==> config.mk <==
export PLATFORM = sky130hd
export DESIGN_NAME = moving_average_min_max_tracker_top_flat
export DESIGN_NICKNAME = d
export VERILOG_FILES = /design/src/mamt_pkg.sv /design/src/mamt_if.sv /design/src/mamt_ring_ram.sv /design/src/mamt_div.sv /design/src/moving_average_min_max_tracker_top.sv /design/src/flat_wrapper.sv
export SDC_FILE = /design/constraint.sdc
export NUM_CORES = 1
export LEC_CHECK = 0
export CORE_ASPECT_RATIO = 1.4
export CORE_MARGIN = 2
export CORE_UTILIZATION = 45
export DETAILED_ROUTE_END_ITERATION = 8
export DONT_BUFFER_PORTS = 1
export GPL_TIMING_DRIVEN = 1
export MAX_ROUTING_LAYER = met4
export PLACE_DENSITY = 0.68
export SYNTH_ARGS = -nofsm -noshare
export SYNTH_HDL_FRONTEND = slang
export SYNTH_SLANG_ARGS = --single-unit
==> constraint.sdc <==
create_clock -name clk_i -period 9.73 [get_ports clk_i]
set_input_delay 0.4865 -clock clk_i [delete_from_list [all_inputs] [get_ports clk_i]]
set_output_delay 0.4865 -clock clk_i [all_outputs]
set_load 0.02 [all_outputs]
==> src/mamt_pkg.sv <==
// shared constants, types and helpers for the moving average tracker
`timescale 1ns / 1ps

package mamt_pkg;

  localparam int RING_DEPTH   = 8;
  localparam int SAMPLE_BITS  = 16;
  localparam int WIN_BITS     = 4;
  localparam int WINDOW_RESET = 4;
  localparam int PTR_BITS     = $clog2(RING_DEPTH);
  localparam int CNT_BITS     = $clog2(RING_DEPTH + 1);
  // one guard bit so the magnitude of the most negative sum still fits
  localparam int SUM_BITS     = SAMPLE_BITS + PTR_BITS + 1;
  localparam int DIV_CNT_BITS = $clog2(SUM_BITS + 1);

  typedef logic signed [SAMPLE_BITS-1:0] sample_t;
  typedef logic signed [SUM_BITS-1:0]    sum_t;
  typedef logic [PTR_BITS-1:0]           ptr_t;
  typedef logic [CNT_BITS-1:0]           cnt_t;
  typedef logic [WIN_BITS-1:0]           win_t;

  typedef enum logic [1:0] {
    ST_IDLE,
    ST_SUM,
    ST_DIV,
    ST_OUT
  } state_e;

  typedef struct packed {
    logic    we;
    ptr_t    waddr;
    sample_t wdata;
    logic    re;
    ptr_t    raddr;
  } ram_req_t;

  typedef struct packed {
    logic start;
    sum_t dividend;
    cnt_t divisor;
  } div_req_t;

  typedef struct packed {
    logic    done;
    sample_t quotient;
  } div_rsp_t;

  // zero counts as one, anything past the ring depth is clamped
  function automatic cnt_t span_of(win_t w);
    cnt_t s;
    if (w == '0) begin
      s = cnt_t'(1);
    end else if (int'(w) > RING_DEPTH) begin
      s = cnt_t'(RING_DEPTH);
    end else begin
      s = cnt_t'(w);
    end
    return s;
  endfunction

  function automatic ptr_t ptr_inc(ptr_t p);
    return (p == ptr_t'(RING_DEPTH - 1)) ? '0 : p + ptr_t'(1);
  endfunction

  function automatic ptr_t ptr_dec(ptr_t p);
    return (p == '0) ? ptr_t'(RING_DEPTH - 1) : p - ptr_t'(1);
  endfunction

endpackage

==> src/mamt_if.sv <==
// valid/ready channel interfaces for sample input and result output
`timescale 1ns / 1ps

interface mamt_in_if import mamt_pkg::*; ();
  logic    valid;
  logic    ready;
  sample_t sample;

  modport source (output valid, output sample, input ready);
  modport sink (input valid, input sample, output ready);
endinterface

interface mamt_out_if import mamt_pkg::*; ();
  logic    valid;
  logic    ready;
  sample_t max_seen;
  sample_t min_seen;
  sample_t average;
  logic    average_valid;

  modport source (output valid, output max_seen, output min_seen, output average,
                  output average_valid, input ready);
  modport sink (input valid, input max_seen, input min_seen, input average,
                input average_valid, output ready);
endinterface

==> src/mamt_ring_ram.sv <==
// sample ring memory, one write and one registered read port
`timescale 1ns / 1ps

module mamt_ring_ram import mamt_pkg::*; (
  input  logic     clk_i,
  input  ram_req_t req_i,
  output sample_t  rdata_o
);

  sample_t mem [RING_DEPTH];
  sample_t rdata_q;

  always_ff @(posedge clk_i) begin
    if (req_i.we) begin
      mem[req_i.waddr] <= req_i.wdata;
    end
    if (req_i.re) begin
      rdata_q <= mem[req_i.raddr];
    end
  end

  assign rdata_o = rdata_q;

endmodule

==> src/mamt_div.sv <==
// serial restoring divider, signed sum over unsigned span, one quotient bit per cycle
`timescale 1ns / 1ps

module mamt_div import mamt_pkg::*; (
  input  logic     clk_i,
  input  logic     rst_ni,
  input  div_req_t req_i,
  output div_rsp_t rsp_o
);

  logic                    busy_q, busy_d;
  logic                    done_q, done_d;
  logic [DIV_CNT_BITS-1:0] cnt_q, cnt_d;
  logic [SUM_BITS-1:0]     quo_q, quo_d;
  cnt_t                    rem_q, rem_d;
  cnt_t                    dvs_q, dvs_d;
  logic                    neg_q, neg_d;

  logic [CNT_BITS:0]   rem_sh;
  logic [CNT_BITS:0]   rem_sub;
  logic                fits;
  logic [SUM_BITS-1:0] mag;
  logic [SUM_BITS-1:0] quo_signed;

  always_comb begin
    rem_sh  = {rem_q, quo_q[SUM_BITS-1]};
    fits    = (rem_sh >= {1'b0, dvs_q});
    rem_sub = rem_sh - {1'b0, dvs_q};
    mag     = req_i.dividend[SUM_BITS-1] ? unsigned'(-req_i.dividend)
                                         : unsigned'(req_i.dividend);

    busy_d = busy_q;
    done_d = 1'b0;
    cnt_d  = cnt_q;
    quo_d  = quo_q;
    rem_d  = rem_q;
    dvs_d  = dvs_q;
    neg_d  = neg_q;

    if (req_i.start) begin
      busy_d = 1'b1;
      cnt_d  = '0;
      quo_d  = mag;
      rem_d  = '0;
      dvs_d  = req_i.divisor;
      neg_d  = req_i.dividend[SUM_BITS-1];
    end else if (busy_q) begin
      rem_d = fits ? rem_sub[CNT_BITS-1:0] : rem_sh[CNT_BITS-1:0];
      quo_d = {quo_q[SUM_BITS-2:0], fits};
      cnt_d = cnt_q + DIV_CNT_BITS'(1);
      if (cnt_q == DIV_CNT_BITS'(SUM_BITS - 1)) begin
        busy_d = 1'b0;
        done_d = 1'b1;
      end
    end
  end

  always_ff @(posedge clk_i or negedge rst_ni) begin
    if (!rst_ni) begin
      busy_q <= 1'b0;
      done_q <= 1'b0;
    end else begin
      busy_q <= busy_d;
      done_q <= done_d;
    end
  end

  always_ff @(posedge clk_i) begin
    cnt_q <= cnt_d;
    quo_q <= quo_d;
    rem_q <= rem_d;
    dvs_q <= dvs_d;
    neg_q <= neg_d;
  end

  // truncation toward zero falls out of dividing the magnitude
  assign quo_signed     = neg_q ? (~quo_q + SUM_BITS'(1)) : quo_q;
  assign rsp_o.done     = done_q;
  assign rsp_o.quotient = sample_t'(quo_signed[SAMPLE_BITS-1:0]);

endmodule

==> src/moving_average_min_max_tracker_top.sv <==
// Moving average with running min and max. Each input beat carries one signed
// sample; it is written to an eight-entry ring memory while the running max and min
// are updated (the first sample after reset sets both). When at least window
// samples are held, the older window-1 entries are read back one per cycle and
// added to the new sample, then a serial divider produces the mean, truncated
// toward zero, one quotient bit per cycle over the 20-bit sum. An item that forms
// a mean passes through the read-back, the divider and the output register before
// its result shows; one that does not goes straight to the output register. A
// result beat still waiting in the output register keeps the new result, and with
// it the next sample, waiting. One item is in work at a time; a finished result
// waits in the output register while the next sample is taken. The window
// register (reset 4, zero read as 1, values past the ring depth clamped) should
// only be written while the block is idle.
`timescale 1ns / 1ps

module moving_average_min_max_tracker_top import mamt_pkg::*; (
  input  logic       clk_i,
  input  logic       rst_ni,
  input  logic       cfg_we_i,
  input  win_t       cfg_wdata_i,
  mamt_in_if.sink    in_i,
  mamt_out_if.source out_o
);

  state_e state_q, state_d;

  win_t    window_q, window_d;
  ptr_t    wr_ptr_q, wr_ptr_d;
  ptr_t    rd_ptr_q, rd_ptr_d;
  cnt_t    fill_q, fill_d;
  cnt_t    span_q, span_d;
  cnt_t    issue_left_q, issue_left_d;
  cnt_t    recv_left_q, recv_left_d;
  logic    rd_pend_q, rd_pend_d;
  sum_t    acc_q, acc_d;
  sample_t max_q, max_d;
  sample_t min_q, min_d;
  sample_t avg_q, avg_d;
  logic    avg_rdy_q, avg_rdy_d;

  logic    out_valid_q, out_valid_d;
  sample_t out_max_q, out_max_d;
  sample_t out_min_q, out_min_d;
  sample_t out_avg_q, out_avg_d;
  logic    out_avg_vld_q, out_avg_vld_d;

  logic     accept;
  logic     out_load;
  cnt_t     span_now;
  cnt_t     fill_inc;
  logic     reach;
  ram_req_t ram_req;
  sample_t  ram_rdata;
  div_req_t div_req;
  div_rsp_t div_rsp;

  mamt_ring_ram u_ring_ram (
    .clk_i   (clk_i),
    .req_i   (ram_req),
    .rdata_o (ram_rdata)
  );

  mamt_div u_div (
    .clk_i  (clk_i),
    .rst_ni (rst_ni),
    .req_i  (div_req),
    .rsp_o  (div_rsp)
  );

  always_comb begin
    span_now = span_of(window_q);
    fill_inc = (fill_q == cnt_t'(RING_DEPTH)) ? fill_q : fill_q + cnt_t'(1);
    reach    = (fill_inc >= span_now);
  end

  // next state
  always_comb begin
    state_d = state_q;
    case (state_q)
      ST_IDLE: begin
        if (in_i.valid) begin
          state_d = reach ? ST_SUM : ST_OUT;
        end
      end
      ST_SUM: begin
        if (recv_left_q == '0) begin
          state_d = ST_DIV;
        end
      end
      ST_DIV: begin
        if (div_rsp.done) begin
          state_d = ST_OUT;
        end
      end
      ST_OUT: begin
        if (!out_valid_q || out_o.ready) begin
          state_d = ST_IDLE;
        end
      end
      default: state_d = ST_IDLE;
    endcase
  end

  // control outputs
  always_comb begin
    in_i.ready       = 1'b0;
    out_load         = 1'b0;
    ram_req.re       = 1'b0;
    div_req.start    = 1'b0;
    case (state_q)
      ST_IDLE: in_i.ready = 1'b1;
      ST_SUM: begin
        ram_req.re    = (issue_left_q != '0);
        div_req.start = (recv_left_q == '0);
      end
      ST_DIV: ;
      ST_OUT: out_load = !out_valid_q || out_o.ready;
      default: ;
    endcase
    accept          = in_i.valid && in_i.ready;
    // the new sample is written at accept, reads of older entries follow later
    ram_req.we      = accept;
    ram_req.waddr   = wr_ptr_q;
    ram_req.wdata   = in_i.sample;
    ram_req.raddr   = rd_ptr_q;
    div_req.dividend = acc_q;
    div_req.divisor  = span_q;
  end

  // datapath
  always_comb begin
    window_d      = cfg_we_i ? cfg_wdata_i : window_q;
    wr_ptr_d      = wr_ptr_q;
    rd_ptr_d      = rd_ptr_q;
    fill_d        = fill_q;
    span_d        = span_q;
    issue_left_d  = issue_left_q;
    recv_left_d   = recv_left_q;
    rd_pend_d     = ram_req.re;
    acc_d         = acc_q;
    max_d         = max_q;
    min_d         = min_q;
    avg_d         = avg_q;
    avg_rdy_d     = avg_rdy_q;
    out_valid_d   = out_valid_q;
    out_max_d     = out_max_q;
    out_min_d     = out_min_q;
    out_avg_d     = out_avg_q;
    out_avg_vld_d = out_avg_vld_q;

    if (accept) begin
      if (fill_q == '0) begin
        max_d = in_i.sample;
        min_d = in_i.sample;
      end else begin
        if (in_i.sample > max_q) max_d = in_i.sample;
        if (in_i.sample < min_q) min_d = in_i.sample;
      end
      wr_ptr_d     = ptr_inc(wr_ptr_q);
      rd_ptr_d     = ptr_dec(wr_ptr_q);
      fill_d       = fill_inc;
      span_d       = span_now;
      avg_rdy_d    = reach;
      acc_d        = sum_t'(in_i.sample);
      issue_left_d = span_now - cnt_t'(1);
      recv_left_d  = span_now - cnt_t'(1);
    end

    if (ram_req.re) begin
      rd_ptr_d     = ptr_dec(rd_ptr_q);
      issue_left_d = issue_left_q - cnt_t'(1);
    end

    if (rd_pend_q) begin
      acc_d       = acc_q + sum_t'(ram_rdata);
      recv_left_d = recv_left_q - cnt_t'(1);
    end

    if (state_q == ST_DIV && div_rsp.done) begin
      avg_d = div_rsp.quotient;
    end

    if (out_load) begin
      out_valid_d   = 1'b1;
      out_max_d     = max_q;
      out_min_d     = min_q;
      out_avg_d     = avg_q;
      out_avg_vld_d = avg_rdy_q;
    end else if (out_o.ready) begin
      out_valid_d = 1'b0;
    end
  end

  always_ff @(posedge clk_i or negedge rst_ni) begin
    if (!rst_ni) begin
      state_q     <= ST_IDLE;
      window_q    <= win_t'(WINDOW_RESET);
      wr_ptr_q    <= '0;
      fill_q      <= '0;
      rd_pend_q   <= 1'b0;
      max_q       <= '0;
      min_q       <= '0;
      avg_q       <= '0;
      avg_rdy_q   <= 1'b0;
      out_valid_q <= 1'b0;
    end else begin
      state_q     <= state_d;
      window_q    <= window_d;
      wr_ptr_q    <= wr_ptr_d;
      fill_q      <= fill_d;
      rd_pend_q   <= rd_pend_d;
      max_q       <= max_d;
      min_q       <= min_d;
      avg_q       <= avg_d;
      avg_rdy_q   <= avg_rdy_d;
      out_valid_q <= out_valid_d;
    end
  end

  always_ff @(posedge clk_i) begin
    rd_ptr_q      <= rd_ptr_d;
    span_q        <= span_d;
    issue_left_q  <= issue_left_d;
    recv_left_q   <= recv_left_d;
    acc_q         <= acc_d;
    out_max_q     <= out_max_d;
    out_min_q     <= out_min_d;
    out_avg_q     <= out_avg_d;
    out_avg_vld_q <= out_avg_vld_d;
  end

  assign out_o.valid         = out_valid_q;
  assign out_o.max_seen      = out_max_q;
  assign out_o.min_seen      = out_min_q;
  assign out_o.average       = out_avg_q;
  assign out_o.average_valid = out_avg_vld_q;

endmodule

==> src/flat_wrapper.sv <==
// flat-port wrapper written by rule: the top's interface ports become plain ports
module moving_average_min_max_tracker_top_flat import mamt_pkg::*;
  (clk_i, rst_ni, cfg_we_i, cfg_wdata_i, in_i_valid, in_i_sample, in_i_ready, out_o_valid, out_o_max_seen, out_o_min_seen, out_o_average, out_o_average_valid, out_o_ready);
  mamt_in_if in_i_i ();
  mamt_out_if out_o_i ();
  input  logic clk_i;
  input  logic rst_ni;
  input  logic cfg_we_i;
  input  win_t cfg_wdata_i;
  input wire logic [$bits(in_i_i.valid)-1:0] in_i_valid;
  input wire logic [$bits(in_i_i.sample)-1:0] in_i_sample;
  output wire logic [$bits(in_i_i.ready)-1:0] in_i_ready;
  output wire logic [$bits(out_o_i.valid)-1:0] out_o_valid;
  output wire logic [$bits(out_o_i.max_seen)-1:0] out_o_max_seen;
  output wire logic [$bits(out_o_i.min_seen)-1:0] out_o_min_seen;
  output wire logic [$bits(out_o_i.average)-1:0] out_o_average;
  output wire logic [$bits(out_o_i.average_valid)-1:0] out_o_average_valid;
  input wire logic [$bits(out_o_i.ready)-1:0] out_o_ready;
  assign in_i_i.valid = in_i_valid;
  assign in_i_i.sample = in_i_sample;
  assign in_i_ready = in_i_i.ready;
  assign out_o_valid = out_o_i.valid;
  assign out_o_max_seen = out_o_i.max_seen;
  assign out_o_min_seen = out_o_i.min_seen;
  assign out_o_average = out_o_i.average;
  assign out_o_average_valid = out_o_i.average_valid;
  assign out_o_i.ready = out_o_ready;
  moving_average_min_max_tracker_top u_core (.clk_i(clk_i), .rst_ni(rst_ni), .cfg_we_i(cfg_we_i), .cfg_wdata_i(cfg_wdata_i), .in_i(in_i_i), .out_o(out_o_i));
endmodule
==> key figures <==
Status
  – Status: finished, final reports clean

Final layout
  – FILL cells: 2,822
  – Largest regs: u_core.u_ring_ram.mem: 128 flops, u_core.acc_q: 20 flops, u_core.u_div.quo_q: 20 flops
  – Share of cells above drive strength 1: 10.97%
  – Biggest register: u_core.u_ring_ram.mem
  – Final non-filler cell total: 1,645
  – Synth-to-layout area growth: 10.98%
  – Antenna diodes: 0
  – Nets: 1,274
  – Max FFs per register: 128

STA
  – Fin worst setup slack: 6.328 ns
  – Max Transition Viols Final: 0
  – Final period utilization: 34.96%
  – Final hold viol count: 0
  – Worst-margin pin slew: 1.082 ns
  – RSZ-0062 raised after global routing: no
  – Slew margin rel.: 27.72%
  – Clk_skew: 0.01651 ns
  – Final hold slack: 0.04576 ns
  – Fin crit period: 3.402 ns
  – Setup TNS: 0 ns
  – Fmax: 294.0 MHz
  – # setup viols final: 0

Synth
  – Yosys top cell by area: edfxtp_1
  – Ys async rst share: 20.12%
  – Sequential cell area fraction in the yosys report: 61.26%
  – Commonest register cell after synthesis: edfxtp_1
  – Yosys top cell area share: 49.35%
  – Cell Area, Synth: 15,390 µm²
  – Post-Synthesis Cells: 1,158
  – Synth Register Bits: 328
  – Post-synth EDFFs: 253
  – Synthesized Nets: 1,262
  – Netlist cell types: 67
  – Yosys warnings: 0
  – Mean post-synth cell area: 13.29 µm²
  – Ranking of synthesized cells by area: edfxtp_1, dfrtp_1, ha_1

Critical path
  – CP arrival: 3.81 ns
  – Worst setup path endpoint: u_core.max_q[10]$_DFFE_PN0P_
  – Kind of end point of the critical path: flop
  – Reg-to-Reg End: u_core.max_q[10]$_DFFE_PN0P_
  – Start of the worst register-to-register path: u_core.max_q[15]$_DFFE_PN0P_
  – Critical Path RT: 10.14 ns
  – Worst-path maximum fanout: 18
  – WS Path Type: reg -> reg
  – FF-to-FF path depth: 8
  – Startpoint types: flop
  – Worst setup startpoint: u_core.max_q[15]$_DFFE_PN0P_
  – FF-to-FF setup slack: 6.33 ns

GRT
  – Grt ovf: 0
  – Largest net degree at the start of global routing: 67
  – Tot GR Track Use: 18.62%
  – Vias in the first global route: 9,433
  – Global-route wire length before repair: 50.87 mm
  – Initial antenna violation count: 0

Power
  – Leak Pwr: 0.006345 µW
  – Switching Power: 1852 µW
  – Maximum vdd drop: 0.1770 mV
  – Comb power frac: 32.1%
  – Power density over the cells: 303.9 nW/µm²
  – Sequential Power Share: 45.0%
  – Internal Pwr Total: 3340 µW
  – Switching Fraction: 35.67%
  – Clock Power Share: 22.8%

Die
  – Die X: 160.3 µm
  – Height of the chip: 222.8 µm
  – Initial Util: 45.37%
  – Die ar.: 35,720 µm²
  – Core box area: 33,930 µm²
  – Number of I/O pins: 76
  – FP Rows: 80

Place
  – DP HPWL: 21.70 mm
  – Number of port buffers: 0
  – GPL Wtd Cong: 0.9073
  – Cells after DPL: 1,570
  – Dpl ws: 6.389 ns

CTS
  – Sink Count: 328
  – CTS Buffer Depth: 3
  – Post-cts repair resize count: 0
  – CTS tree: built
  – Worst-path clk slew: 0.07 ns
  – Clock tree root driver cell: clkbuf_16
  – Total CTS buffers: 30
  – Worst-Skew Late Latency: 0.58 ns
  – H-tree lvl count: 1

Detailed routing
  – Drt wl/cell: 19.47 µm
  – Initial DRC count: 614
  – Vias: 9,130
  – Vias per inst: 5.550
  – First-pass iteration count of the detailed router: 5
  – Residual DRC: 0
  – Post-DRT Antenna Nets: 0
  – Final wirelength: 32.03 mm

Worst hold path
  – Worst min path class: in -> reg

Flow run
  – Max-cap violations: 0
## metrics by stage
stage	power [µW]	util, %	cell area [µm²]
6_report	5192	50.35	17080
5_1_grt	5520	50.35	17080
4_1_cts	5233	50.35	17080
3_5_place_dp	4004	46.80	15880
3_3_place_gp	3964	46.80	15880
2_1_floorplan	3554	-	15390
## cell families (layout without fill, tap and decap cells)
family,Yosys count,count (layout),synth area share [%]
simple gates,262,262,8.380
mux,81,81,8.039
fa+ha+maj,79,79,6.519
flops,328,328,61.26
xor+xnor,53,53,3.015
buf+inv,136,172,3.446
compound gates,219,219,9.339
## cell type report
class	instances	area (µm²)	share of cell area, %
tap	451	564.3	3.303
multi-input combinational	694	5493	32.15
clock buffer	38	823.3	4.819
inverter	89	334.1	1.955
sequential	328	9430	55.20
clock inverter	18	171.4	1.003
timing repair buffer	27	267.8	1.567
## power groups by stage
stage,Sequential [µW],Clock (µW),Combinational [µW]
6_report,2340,1180,1670
2_1_floorplan,2240,0,1320
3_3_place_gp,2360,0,1610
4_1_cts,2340,1210,1680
3_5_place_dp,2360,0,1640
5_1_grt,2380,1260,1870
## timing repair
action / in CTS / in global routing
hold endpoints to repair: 195 / 0
setup buffers: 0 / 0
hold buffers: 19 / 0
## worst max-delay path, stage by stage, from the launching register on
cell and delay (ns):
dfrtp_1 0.37, inv_1 0.06, ha_1 0.35, nand3_1 0.15
nor4_1 0.55, a21bo_2 0.30, a31oi_2 0.64, o31a_1 0.65
o31ai_1 0.17
## worst min-delay path by stage
stage,startpoint,cells past startpoint,end
after floorplan,rst_ni,0,u_core.avg_q[0]$_DFFE_PN0P_
after global placement,rst_ni,0,u_core.min_q[2]$_DFFE_PN0P_
after detailed placement,rst_ni,0,u_core.min_q[3]$_DFFE_PN0P_
after CTS,cfg_we_i,2,u_core.window_q[3]$_DFFE_PN0P_
after global routing,cfg_wdata_i[1],1,u_core.window_q[1]$_DFFE_PN0P_
final,cfg_we_i,2,u_core.window_q[3]$_DFFE_PN0P_
## layout by cell type (no fill, tap or decap), types with 20 or more instances in the layout
cell type / Yosys / routed
o21ai_0: 60 / 60
ha_1: 77 / 77
o31ai_1: 26 / 26
mux4_2: 32 / 32
nor3_1: 24 / 20
nand2_1: 80 / 80
clkbuf_16: 0 / 32
mux2_2: 21 / 21
dfrtp_1: 65 / 65
mux2i_1: 28 / 28
inv_1: 89 / 89
edfxtp_1: 253 / 253
xor2_1: 37 / 37
nor2_1: 61 / 58
a21oi_1: 54 / 54
o311ai_0: 21 / 21
## Yosys cell counts, types with 5 or more instances
master,number
edfxtp_1,253
inv_1,89
nand2_1,80
ha_1,77
dfrtp_1,65
nor2_1,61
o21ai_0,60
a21oi_1,54
xor2_1,37
clkbuf_1,32
mux4_2,32
mux2i_1,28
o31ai_1,26
nor3_1,24
mux2_2,21
o311ai_0,21
nand3_1,18
xnor2_1,16
nand2b_1,15
nand4_1,13
a21o_1,12
buf_1,9
dfxtp_1,9
nor2b_1,9
or3_1,8
a31oi_1,7
and2_1,5
nor4_1,5
or4_1,5
## metal layers
metal	vias to the layer above	GRT usage, %	wire [µm]
li1	4354	-	-
met1	4468	21.08	12690
met2	246	33.18	16810
met3	62	3.304	1595
met4	0	6.452	938
met5	-	-	0
Power figures use the tool's default switching activity.
